`config.mk`:
```
export PLATFORM = sky130hd
export DESIGN_NAME = wima_word_alu
export DESIGN_NICKNAME = d
export VERILOG_FILES = /design/src/rtl/core/wima_pkg.sv /design/src/rtl/core/wima_word_alu.sv
export SDC_FILE = /design/constraint.sdc
export NUM_CORES = 1
export LEC_CHECK = 0
export BUFFER_PORTS_ARGS = -buffer_cell sky130_fd_sc_hd__buf_2
export CAP_MARGIN = 20
export CELL_PAD_IN_SITES_DETAIL_PLACEMENT = 0
export CELL_PAD_IN_SITES_GLOBAL_PLACEMENT = 1
export CORE_MARGIN = 2
export CORE_UTILIZATION = 35
export DETAILED_ROUTE_END_ITERATION = 8
export GPL_ROUTABILITY_DRIVEN = 0
export PLACE_DENSITY = 0.73
export SLEW_MARGIN = 30
export SYNTH_ARGS = -nofsm -noshare
export SYNTH_HDL_FRONTEND = slang
export SYNTH_SLANG_ARGS = --single-unit
```
`constraint.sdc`:
```
create_clock -name vclk -period 4.35
set_input_delay 0.6525 -clock vclk [all_inputs]
set_output_delay 0.6525 -clock vclk [all_outputs]
set_load 0.01 [all_outputs]
```
`src/rtl/core/wima_pkg.sv`:
```
// ----------------------------------------------------------------------------
// wima_pkg
// Shared constants and op codes of the wide integer modular ALU.
// ----------------------------------------------------------------------------
`default_nettype none
package wima_pkg;
	localparam int DEF_WORDS     = 32;
	localparam int DEF_WORD_BITS = 32;

	localparam logic [3:0] OP_LOADA   = 4'd0;
	localparam logic [3:0] OP_LOADB   = 4'd1;
	localparam logic [3:0] OP_LOADM   = 4'd2;
	localparam logic [3:0] OP_ADD     = 4'd3;
	localparam logic [3:0] OP_SUB     = 4'd4;
	localparam logic [3:0] OP_ADDWORD = 4'd5;
	localparam logic [3:0] OP_SUBWORD = 4'd6;
	localparam logic [3:0] OP_MODADD  = 4'd7;
	localparam logic [3:0] OP_MODSUB  = 4'd8;
	localparam logic [3:0] OP_SHL     = 4'd9;
	localparam logic [3:0] OP_SHR     = 4'd10;
	localparam logic [3:0] OP_CMP     = 4'd11;
endpackage
`default_nettype wire

```
`src/rtl/core/wima_word_alu.sv`:
```
// ----------------------------------------------------------------------------
// wima_word_alu
// One word step of a multi-word add or subtract with carry or borrow.
// ----------------------------------------------------------------------------
`default_nettype none
module wima_word_alu #(
	parameter int WORD_BITS = wima_pkg::DEF_WORD_BITS
) (
	input  wire logic [WORD_BITS-1:0] x,
	input  wire logic [WORD_BITS-1:0] y,
	input  wire logic                 cin,
	input  wire logic                 subtract,
	output logic [WORD_BITS-1:0]      r,
	output logic                      cout
);
	logic [WORD_BITS:0] full;

	always_comb begin
		if (subtract) begin
			full = {1'b0, x} - {1'b0, y} - {{WORD_BITS{1'b0}}, cin};
		end else begin
			full = {1'b0, x} + {1'b0, y} + {{WORD_BITS{1'b0}}, cin};
		end
		r    = full[WORD_BITS-1:0];
		cout = full[WORD_BITS];
	end
endmodule
`default_nettype wire

```
==> run_results.csv <==
group,metric,value,unit
status,outcome,"finished, final reports clean",
place,detailedPlace.worstSlack,0.0291,ns
drt,detail_route.wirelength,13600,microns
pwr,p_clk_frac,0,
place,dp.cells,982,
drt,dr.pass1.iters,4,
pwr,share_comb_of_total_power,1.000,
sta,worst_margin_pin_slew,0.534,ns
sta,max_slew_margin,0.644,
global_route,globalRoute.totalOverflow,0,
pwr,report.power.total,1.08,mW
pwr,switching_share,0.570,
finish,final_util,0.425,
sta,final_hold_viol_count,0,
drt,avgViaCountPerCell,5.18,
yosys,synth.top_cell.area_share,0.250,
global_route,antenna_found_initial,0,
drt,detailedRoute.firstIterationViolations,307,
floorplanning,die-height,119,microns
hold_path,hold_path_class,"input port to output port",
finish,layoutNonFillerInstCount,984,
sta,rsz_0062_raised_after_global_routing,"yes",
finish,drive_gt1_frac,0.198,
pwr,power.density,193,nW/um^2
yosys,syn-cell-area,4660,sq um
sta,clock.fmax,0.238,GHz
sta,maxSlewViolCount,0,
floorplanning,coreArea,13100,sq um
place,portBuffers,99,
drt,dr_total_vias,5101,
pwr,total_leakage_power,2.81,nW
finish,nClkBuffers,0,
yosys,syn-instance-count,692,
worst_setup_path,critPathMaxFanout,5,
floorplanning,std_cell_rows,42,
yosys,post_synthesis_mean_instance_area,6.74,sq um
finish,layout.area.seq,0,sq um
drt,routedWlPerCell,13.8,microns
floorplanning,chipWidth,119,microns
worst_setup_path,worst-setup-path-type,"input port to output port",
pwr,p_int,0.463,mW
yosys,sequential_fraction_of_the_synthesis_area,0,
floorplanning,ioPinCount,99,
place,hpwl,11900,microns
yosys,post-synth-top-area-cell,"ha_1",
pwr,sequentialPowerShare,0,
finish,numSequentialCells,0,
sta,finalWorstSetupSlack,0.157,ns
floorplanning,die_area,14300,sq um
finish,antenna_cells,0,
sta,period_minus_slack,4.19,ns
worst_setup_path,worst_ep_required_time,3.70,ns
job,number_of_max_cap_violations,0,
worst_setup_path,cp-start-kind,"input port",
worst_setup_path,critPathArrivalTime,3.54,ns
sta,setup-violations-final,0,
yosys,yosys_warnings,0,
pwr,ir_drop,63.5,uV
finish,synthesis_to_layout_area_growth,19.7,%
yosys,netlist-cell-type-count,77,
drt,detail-route-antenna-nets,0,
yosys,top_cells_by_area_in_the_synthesized_netlist,"ha_1 25%, inv_1 8.4%, a21oi_1 7.2%, xnor2_1 6.4%, nor2_1 5.3%",
finish,final_net_count,973,
yosys,number_of_nets_produced_by_synthesis,855,
drt,drc,0,
global_route,via_count_of_the_first_global_routing_pass,5049,
sta,fin_crit_sh,0.964,
global_route,grt_start_max_net_pins,35,
global_route,grt_util_all_layers,0.188,
worst_setup_path,crit_path_capture_type,"output port",
global_route,grt_first_pass_wirelength,23200,microns
floorplanning,initial_utilization,0.355,
pwr,power.switching,0.615,mW
## cells in the mapped netlist, types with 3 or more instances
cell,n
inv_1,104
ha_1,93
a21oi_1,67
nor2_1,66
nand2_1,56
o21ai_0,36
xnor2_1,34
xor2_1,15
a21o_1,14
nor2b_1,13
nor3_1,13
nand2b_1,11
o211ai_1,10
a31oi_1,9
mux2i_1,8
nand4_1,8
and3_1,7
o21bai_1,7
a211o_1,6
a211oi_1,5
clkbuf_1,5
a311oi_1,4
and2_1,4
buf_1,4
buf_2,4
fa_1,4
nand3_1,4
o21a_1,4
o31a_1,4
a2111oi_0,3
a221oi_1,3
nor4_1,3
o21ai_2,3
o31ai_1,3
or2_2,3
or3_1,3
## worst max-delay path, cell delays in order
cell      delay, ns
buf_2          0.10
inv_1          0.06
fa_1           0.44
inv_1          0.08
fa_1           0.17
nor2b_2        0.17
o211ai_1       0.16
a31o_4         0.30
a211oi_4       0.20
buf_6          0.16
buf_4          0.11
o211ai_2       0.09
o311a_4        0.17
a31o_1         0.21
or3_1          0.33
buf_2          0.14
## power by group through the flow
stage | combinational (mW) | sequential, mW | clock, mW
2_1_floorplan | 0.733 | 0 | 0
3_3_place_gp | 1.06 | 0 | 0
3_5_place_dp | 1.06 | 0 | 0
4_1_cts | 1.07 | 0 | 0
5_1_grt | 1.21 | 0 | 0
6_report | 1.08 | 0 | 0
## metrics by stage
step           TNS [ns]  cell area [sq um]  hold WS [ns]
6_report              0               5580          1.88
5_1_grt         -0.0252               5580          1.92
4_1_cts               0               5540          1.89
3_5_place_dp          0               5540          1.89
3_3_place_gp          0               5540          1.85
2_1_floorplan         0               4660          1.50
## timing repair
action                     CTS  global route
gates resized for setup      0            11
setup buffers                0             2
hold buffers                 0             0
setup endpoints to repair    0             7
## layer usage
metal	part of all wire	track usage	wire length [microns]	vias up
li1	-	-	-	2660
met1	0.49	0.257	6630	2341
met2	0.47	0.344	6430	98
met3	0.037	0.00766	501	2
met4	0.0021	0.00956	29	0
met5	0	0	0	-
## placed cells by master, fill, tap and decap left out, drive strengths merged, types with 7 or more instances in the layout
cell type,instances
nand2,56
buf,130
a21o,14
a31oi,9
mux2i,8
nor2,66
xor2,15
o21ai,41
nand4,8
xnor2,34
nor3,14
a21oi,68
o21bai,7
o211ai,11
nand2b,11
ha,93
nor2b,14
inv,106
and3,8
## final timing paths
kind / startpoint / cells after the start / endpoint
hold / removal: x[1] / 5 / r[0]
setup / recovery: y[0] / 16 / r[30]
## kinds of logic (layout without fill, tap and decap cells)
kind of cell,Yosys count,after routing,share of synthesized area
simple gates,204,204,0.211
buf+inv,120,236,0.0979
mux,9,9,0.0196
fa+ha+maj,97,97,0.267
compound gates,213,213,0.313
xor+xnor,49,49,0.0920
## final cells by class
type                       instances  area [sq um]
fill                            1411          7560
tap                              176           220
timing repair buffer             130           732
multi-input combinational        572          4230
inverter                         106           398
Note: power is estimated with default switching activity, not from simulation.
