**config.mk**
```make
export PLATFORM = sky130hd
export DESIGN_NAME = wima_ram
export DESIGN_NICKNAME = d
export VERILOG_FILES = /design/src/rtl/core/wima_pkg.sv /design/src/rtl/core/wima_ram.sv
export SDC_FILE = /design/constraint.sdc
export NUM_CORES = 1
export LEC_CHECK = 0
export ABC_AREA = 0
export BUFFER_PORTS_ARGS = -buffer_cell sky130_fd_sc_hd__buf_2
export CAP_MARGIN = 20
export CORE_MARGIN = 3
export CORE_UTILIZATION = 62
export CTS_CLUSTER_DIAMETER = 30
export DETAILED_ROUTE_END_ITERATION = 10
export PLACE_DENSITY_LB_ADDON = 0.1
export SYNTH_ARGS = -nofsm -noshare
export SYNTH_HDL_FRONTEND = slang
export SYNTH_SLANG_ARGS = --single-unit
```
**constraint.sdc**
```tcl
create_clock -name clk -period 2.7 [get_ports clk]
set_input_delay 0 -clock clk [delete_from_list [all_inputs] [get_ports clk]]
set_output_delay 0 -clock clk [all_outputs]
set_load 0.005 [all_outputs]
```
**src/rtl/core/wima_pkg.sv**
```systemverilog
// ----------------------------------------------------------------------------
// wima_pkg
// Shared constants and op codes of the wide integer modular ALU.
// ----------------------------------------------------------------------------
`default_nettype none
package wima_pkg;
	localparam int DEF_WORDS     = 32;
	localparam int DEF_WORD_BITS = 32;

	localparam logic [3:0] OP_LOADA   = 4'd0;
	localparam logic [3:0] OP_LOADB   = 4'd1;
	localparam logic [3:0] OP_LOADM   = 4'd2;
	localparam logic [3:0] OP_ADD     = 4'd3;
	localparam logic [3:0] OP_SUB     = 4'd4;
	localparam logic [3:0] OP_ADDWORD = 4'd5;
	localparam logic [3:0] OP_SUBWORD = 4'd6;
	localparam logic [3:0] OP_MODADD  = 4'd7;
	localparam logic [3:0] OP_MODSUB  = 4'd8;
	localparam logic [3:0] OP_SHL     = 4'd9;
	localparam logic [3:0] OP_SHR     = 4'd10;
	localparam logic [3:0] OP_CMP     = 4'd11;
endpackage
`default_nettype wire

```
**src/rtl/core/wima_ram.sv**
```systemverilog
// ----------------------------------------------------------------------------
// wima_ram
// Operand word store with one write port and one registered read port.
// ----------------------------------------------------------------------------
`default_nettype none
module wima_ram #(
	parameter int WIDTH = wima_pkg::DEF_WORD_BITS,
	parameter int DEPTH = wima_pkg::DEF_WORDS
) (
	input  wire logic                     clk,
	input  wire logic                     wr_en,
	input  wire logic [$clog2(DEPTH)-1:0] wr_addr,
	input  wire logic [WIDTH-1:0]         wr_data,
	input  wire logic [$clog2(DEPTH)-1:0] rd_addr,
	output logic [WIDTH-1:0]              rd_data
);
	logic [WIDTH-1:0] mem [DEPTH];

	always_ff @(posedge clk) begin
		if (wr_en) begin
			mem[wr_addr] <= wr_data;
		end
		rd_data <= mem[rd_addr];
	end
endmodule
`default_nettype wire

```
==> reports/summary.md <==
The flop-to-flop setup slack is 1.10 ns, and the final wirelength is 97410 um. The detailed-route wire length per cell came out at 27.89 um. The width of the chip came out at 261.5 um. Counting along the longest clock path gives a buffer depth of 3.

Cell internal power was estimated by the tool at 32410 uW. The fraction of post-synthesis cell area in the top cell type by area was 75.95%. The part of the power in the clock network came out at 50.8%. The endpoint identified for the worst register-to-register timing path is rd_data[21]. The share of total power dissipated in sequential elements is 44.8%. The switching power is 8516 uW.

The detailed router used layers up to and including met5. For the number of antenna violations at the first check in global routing, the log shows 4. The pre-antenna-repair detailed-routing pass consisted of 6 iterations. The maximum frequency from static timing analysis is 0.5196 GHz, and the area of the core is 64580 um2. For the sequential cell area fraction in the yosys report, the log shows 77.54%. After layout, the worst path uses 71.28% of the clock period.

TritonCTS built the clock tree. For this run the aggregate overflow at the end of global routing stands at 0. Dominant cell by count in the synthesized netlist: edfxtp_1. The number of post-CTS setup repair buffers was 0. A synthesized cell averages 17.91 um2.

The worst min-delay path class was input port to flip-flop. The tools report the share of the core filled with cells as 75.11%. Clock tree synthesis selected as its root buffer the cell clkbuf_16. Setup TNS: 0 ns. Setup repair after global routing left no endpoint under its margin.

The number of clock buffers added by TritonCTS is 163. For the final setup skew, the log shows 0.02048 ns. The most used flip-flop cell after synthesis is edfxtp_1. Entering global routing, the biggest net connects 67 pins.

The worst setup path is captured at a flip-flop. Global routing consumed, over all layers together, 29.02% of the routing resources. The share of post-route cells with drive strength above 1 is 17.64%. Traced cell by cell, the critical path runs through dlygate4sd3_1, buf_8, buf_12, buf_4, mux2i_1, a22o_1, nor3_1, a31oi_1, nand3_1. The clock drives 1056 sinks. The tools report the area of all sequential standard cells as 31390 um2.

The cell family contributing the most delay on the critical path is buffers and inverters. For this run, design rule violations remaining after detail routing come to 0. The run finished with clean final reports. The vias per cell was 6.282; the number of synthesized flops with an enable pin was 1024.

The kind of critical path was input port to flip-flop. For the reported max-cap violation count, the log shows 0. For the depth of the CTS H-tree, the log shows 4. Sum of buffers and inverters on the critical path: 4.

The run gives 2304 as the number of nets produced by synthesis. The measured slew at the worst slew-check pin was 0.8772 ns; the portion of total power attributed to combinational logic was 4.3%. Summed over all cells, the static leakage comes to 0.01730 uW.

In this run the core area contains 93 standard-cell rows. The tools report the number of hold violations in the final report as 0. The global-route wire length before repair came out at 142600 um. The clock insertion delay at the later pin of the skew report came out at 0.72 ns. The initial utilization of the core area, before any placement, comes to 62.69%. The slowest stage cell on the critical path is dlygate4sd3_1.

Detailed placement finished with a half-perimeter wire length of 52000 um. In this run the critical register-to-register path is launched from mem[0][21]. The tools report the full die area as 68400 um2.

The critical path startpoint category was an input port. The last weighted congestion value of the routability-driven placer was 0.7916; the count of buffers inserted at the top-level ports was 75. The flop and latch count out of synthesis is 1056.

After clock tree synthesis, the clock-pin slew on the worst setup and hold paths is 0.05 ns. In this run the tightest slew margin relative to its limit is 41.31%. Dividing total power by cell area gives a power density of 843.7 nW/um2. The met3 layer wire length in the routed design came out at 7328 um. IR analysis of the VDD net gives a maximum drop of 0.6219 mV. In the synthesized netlist, the cells that appear most often are 1024 x edfxtp_1, 512 x mux2i_1, 98 x nand2_1, 98 x nand3_1. Sorting the synthesized cells by area gives the leading types as edfxtp_1 76%, mux2i_1 13%, a22oi_1 1.8%, dfxtp_1 1.6%, a22o_1 1.4%.

The die outline height is 261.5 um, and the fraction of power spent switching nets is 20.81%. The netlist area before placement was 40490 um2. During synthesis, Yosys emitted a total of 0 warnings.

For the worst flop-to-flop path, the logic depth is 5. Setup violations remaining at the end of the flow were counted as 0. STA puts the critical path data required time at 3.27 ns.

The final period demand of the worst path is 1.925 ns, and the number of DRC violations after detailed-routing iteration 0 is 2325. Relative to the synthesized area, the layout overhead comes to 19.81%. The number of global-route vias before repair was 21.95k; the number of distinct library cells after synthesis was 25. After the last flow step, the layout net total stands at 2546. Highest net fanout along the worst path: 38. Counting the fill cells in the layout gives 3652. The routed layout has 21.94k vias. The multi-input combinational cells in the finished layout cover a total of 8610 um2. The wire length on met1 came out at 38900 um. The critical hold path startpoint was wr_addr[4].

The count of nets left with antenna violations once routing finished came out at 0. Along the worst hold path, the cell count comes to 3. The run gives 2.49 ns as the worst path arrival time.

For this run, asynchronously set or reset flops after synthesis account for 0%. For the number of max-slew violations in the final report, the log shows 0. The number of instances in the synthesized netlist is 2260, and the I/O pin total is 76. The logic depth of the worst setup path including buffers was 9. Detailed routing placed a total of 48300 um of wire on met2. The tools report the destination of the worst hold path as mem[8][4].

The largest total area in the synthesized netlist belongs to edfxtp_1. The longest individual stage delay on the worst path is 0.56 ns.
cells in the final DEF (no fill, tap or decap), types with 35 or more instances in the layout:
cell | Yosys | routed
mux2i_1 | 512 | 512
edfxtp_1 | 1024 | 1024
clkbuf_16 | 0 | 167
a22oi_1 | 96 | 96
buf_12 | 0 | 35
dlygate4sd3_1 | 0 | 37
buf_2 | 26 | 74
nand2_1 | 98 | 97
nand3_1 | 98 | 98
a22o_1 | 64 | 64
a21oi_1 | 96 | 96
buf_4 | 33 | 57
timing repair:
action / 4_1_cts / 5_1_grt
gates resized for setup: 0 / 0
hold endpoints to repair: 1033 / 0
hold buffers: 37 / 0
per-layer routing:
metal	up-vias	track usage (%)
li1	9544	-
met1	11200	39.86
met2	1010	47.08
met3	187	5.425
met4	2	10.72
met5	-	0
layout make-up:
| cell class | count | area share, % |
|---|---|---|
| Tap cell | 855 | 2.205 |
| Antenna cell | 2 | 0.01032 |
| Sequential cell | 1056 | 64.71 |
| Clock inverter | 101 | 2.456 |
| Timing Repair Buffer | 204 | 3.885 |
| Multi-Input combinational cell | 1077 | 17.75 |
| Clock buffer | 198 | 8.979 |
per-stage QoR:
| step | area (um2) | hold slack [ns] | setup WS (ns) | power, uW | cells |
|---|---|---|---|---|---|
| floorplan | 40490 | 0.09887 | 0.2659 | 19580 | 2260 |
| global placement | 42580 | 0.3799 | 0.6907 | 20320 | 3155 |
| detailed placement | 42580 | 0.3752 | 0.6310 | 20370 | 3155 |
| CTS | 48500 | 0.008836 | 0.8444 | 41130 | 3491 |
| global route | 48510 | 0.05780 | 0.7534 | 42030 | 3493 |
| finish | 48510 | 0.06839 | 0.7755 | 40920 | 3493 |
worst max path at each step:
stage                from     endpoint  slack, ns
2_1_floorplan  wr_addr[1]   mem[12][0]       0.27
3_3_place_gp   rd_addr[0]  rd_data[23]       0.69
6_report       rd_addr[0]  rd_data[13]       0.78
3_5_place_dp   rd_addr[0]  rd_data[23]       0.63
5_1_grt        rd_addr[0]  rd_data[13]       0.75
4_1_cts        rd_addr[1]  rd_data[17]       0.84
tightest hold or removal path: cells and delay by family:
| family | cells | cell delay (ns) |
|---|---|---|
| buffers and inverters | 1 | 0.15 |
| AND/OR/NAND/NOR | 2 | 0.44 |
power by group through the flow:
stage                     clock network (uW)  registers (uW)  logic (uW)
after floorplan                            0           18600         941
after global placement                     0           18600        1680
after detailed placement                   0           18600        1720
after CTS                              21000           18300        1780
after global routing                   21800           18300        1890
final                                  20800           18300        1780
flip-flops by register name, indices dropped and copies added, names as in the netlist:
register,count
mem,1024
rd_data,32
cells by family after synthesis:
logic type             share of synthesized area [%]
flip-flops                                     77.53
multiplexers                                   12.66
AO/OA/AOI/OAI                                  4.846
AND/OR/NAND/NOR                                3.100
buffers and inverters                          1.860
No activity file was read; power rests on OpenSTA's default activity.
