==> src/rtl/core/wima_pkg.sv <==
// ----------------------------------------------------------------------------
// wima_pkg
// Shared constants and op codes of the wide integer modular ALU.
// ----------------------------------------------------------------------------
`default_nettype none
package wima_pkg;
	localparam int DEF_WORDS     = 32;
	localparam int DEF_WORD_BITS = 32;

	localparam logic [3:0] OP_LOADA   = 4'd0;
	localparam logic [3:0] OP_LOADB   = 4'd1;
	localparam logic [3:0] OP_LOADM   = 4'd2;
	localparam logic [3:0] OP_ADD     = 4'd3;
	localparam logic [3:0] OP_SUB     = 4'd4;
	localparam logic [3:0] OP_ADDWORD = 4'd5;
	localparam logic [3:0] OP_SUBWORD = 4'd6;
	localparam logic [3:0] OP_MODADD  = 4'd7;
	localparam logic [3:0] OP_MODSUB  = 4'd8;
	localparam logic [3:0] OP_SHL     = 4'd9;
	localparam logic [3:0] OP_SHR     = 4'd10;
	localparam logic [3:0] OP_CMP     = 4'd11;
endpackage
`default_nettype wire

==> src/rtl/core/wima_ram2.sv <==
// ----------------------------------------------------------------------------
// wima_ram2
// Operand word store with one write port and two registered read ports.
// ----------------------------------------------------------------------------
`default_nettype none
module wima_ram2 #(
	parameter int WIDTH = wima_pkg::DEF_WORD_BITS,
	parameter int DEPTH = wima_pkg::DEF_WORDS
) (
	input  wire logic                     clk,
	input  wire logic                     wr_en,
	input  wire logic [$clog2(DEPTH)-1:0] wr_addr,
	input  wire logic [WIDTH-1:0]         wr_data,
	input  wire logic [$clog2(DEPTH)-1:0] rd_addr,
	output logic [WIDTH-1:0]              rd_data,
	input  wire logic [$clog2(DEPTH)-1:0] rd2_addr,
	output logic [WIDTH-1:0]              rd2_data
);
	logic [WIDTH-1:0] mem [DEPTH];

	always_ff @(posedge clk) begin
		if (wr_en) begin
			mem[wr_addr] <= wr_data;
		end
		rd_data  <= mem[rd_addr];
		rd2_data <= mem[rd2_addr];
	end
endmodule
`default_nettype wire

==> config.mk <==
export PLATFORM = sky130hd
export DESIGN_NAME = wima_ram2
export DESIGN_NICKNAME = d
export VERILOG_FILES = /design/src/rtl/core/wima_pkg.sv /design/src/rtl/core/wima_ram2.sv
export SDC_FILE = /design/constraint.sdc
export NUM_CORES = 1
export LEC_CHECK = 0
export BUFFER_PORTS_ARGS = -buffer_cell sky130_fd_sc_hd__buf_2
export CAP_MARGIN = 20
export CORE_MARGIN = 2
export CORE_UTILIZATION = 45
export CTS_CLUSTER_DIAMETER = 50
export CTS_CLUSTER_SIZE = 12
export DETAILED_ROUTE_END_ITERATION = 7
export PLACE_DENSITY_LB_ADDON = 0.08
export SKIP_CTS_REPAIR_TIMING = 1
export SYNTH_ARGS = -nofsm -noshare
export SYNTH_HDL_FRONTEND = slang
export SYNTH_SLANG_ARGS = --single-unit
==> constraint.sdc <==
create_clock -name clk -period 4.59 [get_ports clk]
set_input_delay 1.377 -clock clk [delete_from_list [all_inputs] [get_ports clk]]
set_output_delay 1.377 -clock clk [all_outputs]
set_load 0.005 [all_outputs]
==> results.cfg, run 1 <==
[synth]
synth_cell_types = 24
yosys.area_share.simple_pct = 4.59
syn_avg_cell_area_sq_um = 14.5
ys_seq_elements = 1088
synth_area_sq_um = 50100
synth_top_family_by_area = multiplexers
ys_seq_area_share_pct = 64.0
yosys_warnings = 0
synth-xor-area-share_pct = 0
synth_edf_count = 1024
synth-compound-area-share_pct = 7.84
synthAdderAreaFrac_pct = 0
synth_top_area_cell = edfxtp_1
synth_top_area_share_pct = 61.4
async_flop_share_pct = 0
synthMuxAreaShare_pct = 20.5
syn_nets = 3499
synthCells = 3450
yosys-top-cells-count = 1,024 x edfxtp_1, 1,024 x mux2i_1, 195 x nand2_1
synth_flop_cell = edfxtp_1
synth.area.top_cells = edfxtp_1 61%, mux2i_1 20%, a22oi_1 2.9%

[clocking]
tritoncts = done
clock_latency_ns = 0.74
cts-htree-levels = 4
clk_pin_slew_worst_paths_ns = 0.06
cts_root_buffer = clkbuf_16
cts_made_buffers = 137
clockBufferDepth = 3
cts.sinks = 1088

[route]
vias = 32400
drt-initial-drc-count = 3425
wl_per_cell_microns = 32.1
drt-total-wl_mm = 167
dr.pass1.iters = 6
ant_nets = 0
drc = 0
viasPerCell = 6.24

[sta]
skew_ns = 0.0181
maxSlewViolCount = 0
tightest_slew_ns = 1.03
relSlewSlack_pct = 31.3
finalCriticalPeriod_ns = 3.06
rsz0062_at_grt = no
setup_viol = 0
period_share_pct = 66.7
setup-tns-final_ns = 0
hold_viol = 0
fmaxAchievable_mhz = 327

[place]
placed_area_sq_um = 52900
gp_congestion = 0.859
io_buffers = 112
hpwlAfterDp_mm = 98.9

[final_layout]
drive_gt1_share_pct = 14.2
nets = 3645
syn_to_final_growth_pct = 15.4
fin_area_sq_um = 57800

[global_route]
use_met3_pct = 4.54
grtUsageMet1_pct = 38.9
grt_use_total_pct = 29.1
top_usage_layer = met2
grt_use_met2_pct = 47.7
grt_pass1_wl_mm = 236
grt_max_degree = 108
antenna_found_initial = 9
grt.overflow.total = 0
grt_pass1_vias = 32600

[power_and_ir_drop]
power_density_nw_per_um2 = 426
switching_share_pct = 22.6
switching_power_w = 0.00558
p_comb_share_pct = 7.7
clkPwrFrac_pct = 46.9
p_seq_share_pct = 45.4
p_int_w = 0.0191
leakage_nw = 21.6
ir_drop_mv = 0.362

[worst_setup_path]
crit_fanout = 13
startpoint_type = input port
critPathRequiredTime_ns = 5.13
critPathArrivalTime_ns = 3.60
cp-end-kind = flop
crit_type = input port to flop

[floorplan]
die_area_sq_um = 114000
die_h_microns = 338
ios = 113
start_util_pct = 45.3
core_area_sq_um = 111000
die_w_microns = 338
row_count = 122

[run]
drv_cap = 0

[min_path]
hold_class = flop to flop

[outcome]
status = complete, no violations
-- critical path, stage by stage --
cell and delay (ns):
buf_2 0.16, nor2b_4 0.65, buf_4 0.30, buf_4 0.28
a22o_1 0.18, nor3_1 0.07, a31oi_1 0.30, nand3_1 0.26
-- path summary, 6_finish.rpt --
check	start	endpoint	slack, ns	depth (start not counted)
hold reg to reg	mem[12][9]$_DFFE_PP_	rd2_data[9]$_DFF_P_	0.63	4
setup reg to reg	mem[3][26]$_DFFE_PP_	rd2_data[26]$_DFF_P_	2.90	5
hold / removal	mem[12][9]$_DFFE_PP_	rd2_data[9]$_DFF_P_	0.63	4
setup / recovery	rd2_addr[2]	rd2_data[11]$_DFF_P_	1.53	8
-- cells by family after synthesis --
logic type      after synthesis
simple gates                509
flops                      1088
compound gates              576
buf+inv                     253
mux                        1024
-- power groups by stage --
stage | Clock (W) | Sequential (W) | Combinational (W)
after floorplan | 0 | 0.0113 | 0.00108
after global placement | 0 | 0.0114 | 0.00186
after detailed placement | 0 | 0.0114 | 0.00188
after CTS | 0.0117 | 0.0112 | 0.00188
after global routing | 0.0121 | 0.0112 | 0.00199
final | 0.0116 | 0.0112 | 0.00189
-- routing by layer --
metal  vias to the layer above  share of wire [%]
li1                      13900                  -
met1                     16600                 42
met2                      1507                 48
met3                       361                6.9
met4                        10                3.9
met5                         -              0.035
-- registers in the layout, summed over array words and instances (netlist names) --
signal	count
rd2_data	32
rd_data	32
mem	1024
-- per-stage QoR --
stage          hold WS [ns]  cells  setup slack (ns)  utilization (%)  total power [W]
2_1_floorplan         0.579   3450             0.779                -           0.0124
3_3_place_gp          0.615   4945             0.769             47.9           0.0132
3_5_place_dp          0.613   4945             0.794             47.9           0.0133
4_1_cts               0.628   5190              1.55             52.3           0.0248
5_1_grt               0.676   5190              1.52             52.3           0.0253
6_report              0.627   5192              1.53             52.3           0.0246
-- layout by cell type (no fill, tap or decap), types with 26 or more instances in the layout --
cell and count:
nor3_1 64, mux2i_1 1024, nand3_1 194, a31oi_1 64
buf_4 105, a22oi_1 192, clkbuf_16 145, buf_12 43
nand2_1 193, dfxtp_1 64, bufinv_16 26, edfxtp_1 1024
a21oi_1 192, buf_2 110, a22o_1 128, nor2_4 34
-- final cells by class --
| type | instances | area, sq um |
|---|---|---|
| well taps | 1488 | 1860 |
| repair buffers | 260 | 2230 |
| clock inverters | 71 | 1070 |
| clock buffers | 174 | 3820 |
| diodes | 2 | 5.00 |
| fillers | 9238 | 52700 |
| multi-input cells | 2109 | 16800 |
| flip-flops and latches | 1088 | 32000 |
No activity file was read; power rests on OpenSTA's default activity.
==> run 2: changes to the inputs <==
==> constraint.sdc (replaced) <==
create_clock -name clk -period 3 [get_ports clk]
set_input_delay 0.9 -clock clk [delete_from_list [all_inputs] [get_ports clk]]
set_output_delay 0.9 -clock clk [all_outputs]
set_load 0.005 [all_outputs]
==> run 2 against run 1 <==
Effect of this change: register-to-register slack lost 1.5 ns; wire length grew 2.3%; cell count grew 1.5%; global-route usage grew 0.76 points; critical path depth shrank 7; combinational power grew 60%; first-iteration DRC count shrank 1.2%; sequential share of layout area shrank 0.86 points; clock skew grew 0.015 ns; die area is the same; hold slack gained 0.014 ns.
==> results.cfg, run 2 (same netlist as run 1, synthesis figures left out) <==
[route]
vias = 33200
dr.pass1.iters = 5
drt-total-wl_mm = 171
wl_per_cell_microns = 32.4
drc = 0
drt-initial-drc-count = 3385
ant_nets = 0
viasPerCell = 6.30

[sta]
skew_ns = 0.0328
hold_viol = 0
tightest_slew_ns = 0.698
rsz0062_at_grt = no
finalCriticalPeriod_ns = 2.39
fmaxAchievable_mhz = 419
period_share_pct = 79.5
maxSlewViolCount = 0
relSlewSlack_pct = 53.4
setup_viol = 0

[worst_setup_path]
rr_worst_depth = 5
critPathRequiredTime_ns = 2.10
cp.depth = 1
crit_type = flop to output pin
cp-end-kind = output pin
slowest_delay_ns = 0.54
worstPathCellList = buf_2
cpMaxStageDelayCell = dfxtp_1
critPathBufInv = 1
crit_fanout = 1
critPathArrivalTime_ns = 1.49
crit_family = flip-flops
startpoint_type = flop

[floorplan]
die_w_microns = 338
die_h_microns = 338
start_util_pct = 45.3
row_count = 122
die_area_sq_um = 114000
core_area_sq_um = 111000
ios = 113

[final_layout]
fill_cells = 9099
top_register = mem
fin_area_sq_um = 58700
finalNonFillerCells = 5272
largestRegisters = mem (1024), rd2_data (32), rd_data (32)
largest_reg_flops = 1024
nets = 3723
drive_gt1_share_pct = 15.7
final_cell_mix = 1,024 x mux2i_1, 1,024 x edfxtp_1, 194 x nand3_1
syn_to_final_growth_pct = 17.2

[power_and_ir_drop]
p_int_w = 0.0277
power_density_nw_per_um2 = 618
leakage_nw = 22.0
ir_drop_mv = 0.604
p_comb_share_pct = 8.4
p_seq_share_pct = 47.1
switching_share_pct = 23.7
clkPwrFrac_pct = 44.5
switching_power_w = 0.00860

[clocking]
clock_latency_ns = 0.76
tritoncts = done
clockBufferDepth = 3
cts.sinks = 1088
cts_made_buffers = 132
cts_root_buffer = clkbuf_16
clk_pin_slew_worst_paths_ns = 0.06
cts-htree-levels = 4

[global_route]
antenna_found_initial = 8
grt_pass1_vias = 33500
grt_max_degree = 70
grt_use_total_pct = 29.9
grt_pass1_wl_mm = 242
grt.overflow.total = 0

[run]
drv_cap = 0

[place]
hpwlAfterDp_mm = 103
gp_congestion = 0.844
dp.cells = 5028
io_buffers = 112
placed_area_sq_um = 54300

[outcome]
status = complete, no violations

[min_path]
hold_class = flop to flop
holdPathStages = 4
run 2: changes by cell type in the layout (fill, tap and decap cells not counted), sizes merged:
cell | before | now
inv | 6 | 16
clkinv | 29 | 35
bufinv | 26 | 14
clkinvlp | 10 | 7
clkbuf | 174 | 170
buf | 260 | 343
run 2: power groups by stage:
stage	Sequential [W]	Combinational [W]	Clock, W
after floorplan	0.0173	0.00166	0
after global placement	0.0174	0.00296	0
after detailed placement	0.0174	0.00300	0
after CTS	0.0171	0.00300	0.0164
after global routing	0.0171	0.00318	0.0170
final	0.0171	0.00303	0.0162
run 2: cell type report:
cell class	instances	area, sq um	share of cell area, %
Sequential cell	1088	32000	54.6
Multi-Input combinational cell	2109	16800	28.6
Timing Repair Buffer	343	3630	6.18
Clock buffer	170	3550	6.05
Tap cell	1488	1860	3.17
Clock inverter	72	850	1.45
Antenna cell	2	5.00	0.00853
run 2: worst paths after layout:
check / end / slack, ns / startpoint
worst max-delay path: rd_data[6] / 0.61 / rd_data[6]$_DFF_P_
worst min-delay path: rd2_data[23]$_DFF_P_ / 0.64 / mem[20][23]$_DFFE_PP_
worst max register to register: rd2_data[19]$_DFF_P_ / 1.40 / mem[3][19]$_DFFE_PP_
worst min register to register: rd2_data[23]$_DFF_P_ / 0.64 / mem[20][23]$_DFFE_PP_
run 2: routing by layer:
metal,track usage (%),vias to the layer above,share of wire [%]
li1,-,14100,-
met1,41.1,17200,43
met2,46.9,1535,46
met3,5.28,382,7.5
met4,11.9,12,4.1
met5,0,-,0.045
run 2: metrics by stage:
step / hold slack (ns) / total power (W) / setup slack (ns) / utilization [%] / setup TNS (ns)
after floorplan: 0.579 / 0.0190 / -0.334 / - / -120.11
after global placement: 0.610 / 0.0204 / 0.0266 / 49.1 / 0
after detailed placement: 0.618 / 0.0204 / 0.0126 / 49.1 / 0
after CTS: 0.614 / 0.0365 / 0.546 / 53.1 / 0
after global routing: 0.658 / 0.0373 / 0.545 / 53.1 / 0
final: 0.641 / 0.0363 / 0.615 / 53.1 / 0
